**src/hw/rtl/ptc_pkg.sv**
```systemverilog
`default_nettype none
package ptc_pkg;
	localparam int RawW = 20;
	localparam int CfgIdxW = 3;
	localparam int CfgDataW = 32;
	localparam int QueueDepth = 4;
	localparam int DivLat = 64;
	localparam logic [63:0] FineOffset = 64'd128000;
	localparam logic [63:0] PressScale = 64'd3125;
	localparam logic [63:0] PressFull = 64'd1048576;
	localparam logic [31:0] RoundHalf = 32'd128;
	localparam logic [31:0] TempMul = 32'd5;

	typedef enum logic [CfgIdxW-1:0] {
		REG_T1 = 3'd0, REG_T23 = 3'd1, REG_P1 = 3'd2, REG_P23 = 3'd3,
		REG_P45 = 3'd4, REG_P67 = 3'd5, REG_P89 = 3'd6
	} reg_idx_t;

	typedef struct packed {
		logic [15:0] t1;
		logic [31:0] t23;
		logic [15:0] p1;
		logic [31:0] p23;
		logic [31:0] p45;
		logic [31:0] p67;
		logic [31:0] p89;
	} coeffs_t;

	// classified item handed from front to back
	typedef struct packed {
		logic [31:0] tf;
		logic [31:0] tc;
		logic        zero_div;
		logic [63:0] num;
		logic [63:0] den;
	} work_t;

	typedef struct packed {
		logic [31:0] tf;
		logic [31:0] tc;
		logic [31:0] pres;
		logic        guarded;
	} result_t;

	function automatic logic [63:0] sx16(input logic [15:0] v);
		return {{48{v[15]}}, v};
	endfunction
endpackage
`default_nettype wire

```
**src/hw/rtl/ptc_queue.sv**
```systemverilog
`default_nettype none
module ptc_queue import ptc_pkg::*; #(
	parameter int Depth = QueueDepth
) (
	input  wire logic clk,
	input  wire logic arst_n,
	input  wire logic iv,
	output logic      ir,
	input  wire work_t id,
	output logic      ov,
	input  wire logic or_,
	output work_t     od
);
	localparam int AW = $clog2(Depth);
	work_t mem_q [Depth];
	logic [AW-1:0] wp_q, rp_q;
	logic [AW:0] cnt_q;
	logic push, pop;
	assign ir = cnt_q != Depth[AW:0];
	assign ov = cnt_q != '0;
	assign od = mem_q[rp_q];
	assign push = iv && ir;
	assign pop = ov && or_;
	always_ff @(posedge clk) if (push) mem_q[wp_q] <= id;
	// pointer and fill count
	always_ff @(posedge clk or negedge arst_n) begin
		if (!arst_n) begin
			wp_q <= '0; rp_q <= '0; cnt_q <= '0;
		end else begin
			if (push) wp_q <= (wp_q == AW'(Depth-1)) ? '0 : wp_q + 1'b1;
			if (pop) rp_q <= (rp_q == AW'(Depth-1)) ? '0 : rp_q + 1'b1;
			cnt_q <= cnt_q + (AW+1)'(push) - (AW+1)'(pop);
		end
	end
endmodule
`default_nettype wire

```
**config.mk**
```make
export PLATFORM = sky130hd
export DESIGN_NAME = ptc_queue
export DESIGN_NICKNAME = d
export VERILOG_FILES = /design/src/hw/rtl/ptc_pkg.sv /design/src/hw/rtl/ptc_queue.sv
export SDC_FILE = /design/constraint.sdc
export NUM_CORES = 1
export LEC_CHECK = 0
export BUFFER_PORTS_ARGS = -buffer_cell sky130_fd_sc_hd__buf_2
export CORE_AREA = 2 2 270 272
export CTS_BUF_LIST = sky130_fd_sc_hd__clkbuf_2
export DETAILED_ROUTE_END_ITERATION = 8
export DIE_AREA = 0 0 272 274
export SLEW_MARGIN = 20
export SYNTH_ARGS = -nofsm -noshare
export SYNTH_HDL_FRONTEND = slang
export SYNTH_SLANG_ARGS = --single-unit
```
**constraint.sdc**
```tcl
create_clock -name clk -period 3.1 [get_ports clk]
set_input_delay 0 -clock clk [delete_from_list [all_inputs] [get_ports clk]]
set_output_delay 0 -clock clk [all_outputs]
set_load 0.01 [all_outputs]
```
==> results_dict.tcl, run 1 <==
set metrics [dict create \
    outcome "aborted with a tool error" \
    lastStage "4_1_cts" \
    firstError "[ERROR RSZ-0060] Max buffer count reached." \
    synth_top_area_share_pct 81.90 \
    cts.path.max_buffers 3 \
    root_buffer "clkbuf_2" \
    synth_area_leaders "edfxtp_1 (82%), mux4_2 (15%), buf_6 (0.72%)" \
    cts.repair.resized 72 \
    gp_congestion 0.7241 \
    yosysWarningCount 0 \
    die_x_um 272 \
    synth_seq_area_share_pct 82.52 \
    cts_sinks 779 \
    cts_setup_buffers 11 \
    io_buffers 391 \
    ios 392 \
    synthesis.area_mm2 0.02830 \
    postCtsHoldBufs 547 \
    syn_nets 1252 \
    ys_types 18 \
    htree_levels 4 \
    netlist_instances 1047 \
    yosysTopAreaCell "edfxtp_1" \
    postSynthAreaPerCell_um2 27.03 \
    post-dp-hpwl_um 35040 \
    start_util_pct 39.33 \
    placed_cells 2393 \
    ys_seq_elements 779 \
    num_rows 99 \
    cts-buffers-inserted 189 \
    dieHeight_um 274 \
]
## kinds of logic after synthesis
group	count (synthesis)	share of synthesized area (%)
DFF	779	82.52
and+or+nand+nor	10	0.2431
adders and majority gates	8	0.3801
xor gates and xnor gates	2	0.06190
buffers and inverters	51	1.251
muxes	197	15.54
## synthesized netlist by cell type (all sizes together)
library cell	instances
or3b	1
mux2	4
dfrtp	7
buf	40
and3	4
or3	1
xnor2	2
inv	7
nand2	1
ha	7
clkbuf	4
fa	1
nor2	2
edfxtp	772
mux4	193
and2	1
## per-stage QoR
step	hold slack (ns)	util [%]	setup WS [ns]	instance area, µm²	setup TNS, ns
after floorplan	-0.2956	-	-0.3719	28300	-287.13
after global placement	-0.1557	44.11	0.7136	31740	0
after detailed placement	-0.1463	44.11	0.6784	31740	0
==> run 2, diff against run 1 <==
--- a/config.mk
+++ b/config.mk
@@ -6,10 +6,10 @@
 export NUM_CORES = 1
 export LEC_CHECK = 0
 export BUFFER_PORTS_ARGS = -buffer_cell sky130_fd_sc_hd__buf_2
-export CORE_AREA = 2 2 270 272
-export CTS_BUF_LIST = sky130_fd_sc_hd__clkbuf_2
+export CORE_AREA = 2 2 340 342
 export DETAILED_ROUTE_END_ITERATION = 8
-export DIE_AREA = 0 0 272 274
+export DIE_AREA = 0 0 342 344
+export PLACE_DENSITY_LB_ADDON = 0.15
 export SLEW_MARGIN = 20
 export SYNTH_ARGS = -nofsm -noshare
 export SYNTH_HDL_FRONTEND = slang
==> constraint.sdc (replaced) <==
create_clock -name clk -period 4.03 [get_ports clk]
set_input_delay 0 -clock clk [delete_from_list [all_inputs] [get_ports clk]]
set_output_delay 0 -clock clk [all_outputs]
set_load 0.01 [all_outputs]
==> results_dict.tcl, run 2 <==
set metrics [dict create \
    skew_ns 0.03338 \
    pwr-share-seq_pct 41.7 \
    cap_violations 0 \
    largest_register_ffs 772 \
    grt_overflow 0 \
    setup.worst_path.class "reg -> out" \
    period_needed_ns 2.803 \
    routed_via_density 4.100 \
    regMostFlops "mem_q" \
    dieHeight_um 344 \
    grt_max_degree 65 \
    p_sw_mw 7.917 \
    start_util_pct 24.85 \
    grt_pass1_wl_um 98920 \
    synth_seq_area_share_pct 82.52 \
    r2r_slack_ns 1.56 \
    outcome "finished clean" \
    fmax_mhz 356.8 \
    layout_common_cells "edfxtp_1 (772), buf_2 (391), dlygate4sd3_1 (197)" \
    ios 392 \
    p_int_mw 18.70 \
    final_common_cell "edfxtp_1" \
    finalPower_mw 26.62 \
    synth_async_sr_flop_share_pct 0.8986 \
    synthesis.area_mm2 0.02830 \
    routed_wl_um 67710 \
    hold_path_class "in -> reg" \
    yosysMostFrequentCell "edfxtp_1" \
    seqCellArea_mm2 0.02336 \
    postSynthAreaPerCell_um2 27.03 \
    cp.arrival_ns 2.80 \
    ys_types 18 \
    synthTopCellsByCount "edfxtp_1 (772), mux4_2 (193), buf_2 (22)" \
    num_rows 124 \
    syn_nets 1252 \
    synth_enable_flop_cells 772 \
    grt_pass1_vias 15288 \
    reg2reg_to "cnt_q[2]" \
    antenna_found_initial 10 \
    slew_headroom_pct 46.11 \
    swShare_pct 29.75 \
    drive_gt1_share_pct 42.09 \
    die_x_um 342 \
    timing.final.crit_share_pct 69.55 \
    postCtsHoldBufs 197 \
    top_regs "mem_q (772), cnt_q (3)" \
    path_max_fanout 28 \
    cp-end-kind "output pin" \
    synth_area_leaders "edfxtp_1 (82%), mux4_2 (15%), buf_6 (0.72%)" \
    cts-buffers-inserted 90 \
    design.die.area_mm2 0.1176 \
    area_delta_synth_final_pct 31.08 \
    slew_viol_final 0 \
    fp.coreArea_mm2 0.1139 \
    tns_ns 0 \
    wire_per_inst_um 20.52 \
    gp_congestion 0.6904 \
    ys.flop_type "edfxtp_1" \
    fillers 10987 \
    synth_top_area_share_pct 81.90 \
    cts_sinks 779 \
    clock_latency_ns 0.64 \
    power_frac_comb_pct 29.6 \
    hold_viol_final 0 \
    yosysWarningCount 0 \
    drt_pass1_iterations 5 \
    cts.repair.resized 0 \
    root_buffer "clkbuf_16" \
    worst_slew_pin_slew_ns 0.8083 \
    final_core_util_pct 32.58 \
    min_from "id[135]" \
    ir_worst_vdd_mv 0.4074 \
    drc 0 \
    total_leakage_power_nw 12.46 \
    cts.path.max_buffers 3 \
    rsz0062_at_grt "false" \
    rr_worst_depth 10 \
    num_vias 13531 \
    critPathRequiredTime_ns 4.03 \
    grtUsageTotal_pct 11.46 \
    cts_tree "built" \
    critPathLaunchType "flip-flop" \
    netlist_instances 1047 \
    drt_iter0_markers 595 \
    min_path_cells 2 \
    ys_seq_elements 779 \
    htree_levels 3 \
    holdPathEnd "mem_q[0][135]" \
    io_buffers 391 \
    multiInputGateArea_mm2 0.004608 \
    reg2reg_from "cnt_q[1]" \
    cts_setup_buffers 0 \
    fin_nets 1924 \
    cts.clk_slew.worst_paths_ns 0.06 \
    clkPwrFrac_pct 28.6 \
    power_density_mw_per_mm2 717.4 \
    post-dp-hpwl_um 41010 \
    setup_violations 0 \
    ant_nets 0 \
    yosysTopAreaCell "edfxtp_1" \
]
[run 2: cell families (layout without fill, tap and decap cells)]
logic type,Yosys count,in the layout,synth area share (%)
XOR/XNOR,2,2,0.06190
other,0,6,0
AND/OR/NAND/NOR,10,10,0.2431
buffers and inverters,51,786,1.251
multiplexers,197,197,15.54
adder cells (fa/ha/maj),8,8,0.3801
flip-flops,779,779,82.52
[run 2: how the worst max path moves through the flow]
stage,from,endpoint,slack [ns],depth (start not counted)
4_1_cts,rp_q[0],od[126],1.06,4
2_1_floorplan,cnt_q[2],mem_q[0][0],0.56,2
6_report,rp_q[0],od[126],1.23,4
5_1_grt,rp_q[0],od[126],1.01,4
3_3_place_gp,cnt_q[1],cnt_q[2],1.62,10
3_5_place_dp,cnt_q[1],cnt_q[2],1.59,10
[run 2: layer usage]
layer / vias up / part of all wire (%) / track usage, %
li1: 5930 / - / -
met1: 7117 / 42 / 14.01
met2: 359 / 48 / 18.78
met3: 117 / 7.5 / 4.321
met4: 8 / 2.6 / 3.600
met5: - / 0.062 / 0
[run 2: power groups by stage]
stage	clock (mW)	combinational (mW)	sequential [mW]
floorplan	0	4.77	11.2
global placement	0	8.11	11.2
detailed placement	0	8.07	11.3
CTS	7.96	8.27	11.1
global route	8.25	8.61	11.3
finish	7.62	7.88	11.1
[run 2: cell type report]
class | count | share of cell area, %
multi-input cells | 217 | 12.42
diodes | 6 | 0.04047
clock inverters | 46 | 1.059
repair buffers | 624 | 11.96
flip-flops and latches | 779 | 62.98
clock buffers | 109 | 6.377
well taps | 1512 | 5.099
inverters | 7 | 0.07082
[run 2: worst max-delay path, stage by stage (launching register included)]
cell	delay, ns
dfrtp_4	0.81
buf_4	0.30
buf_12	0.27
mux4_2	0.56
buf_2	0.17
[run 2: through the flow]
step	instance area, µm²	instances	hold WS, ns	setup slack (ns)
6_report	37100	3300	0.1097	1.227
5_1_grt	37100	3299	0.04896	1.008
4_1_cts	37090	3294	0.03125	1.062
3_5_place_dp	32360	2942	-0.1433	1.588
3_3_place_gp	32360	2942	-0.1485	1.616
2_1_floorplan	28300	1047	-0.2956	0.5581
Power figures use the tool's default switching activity.
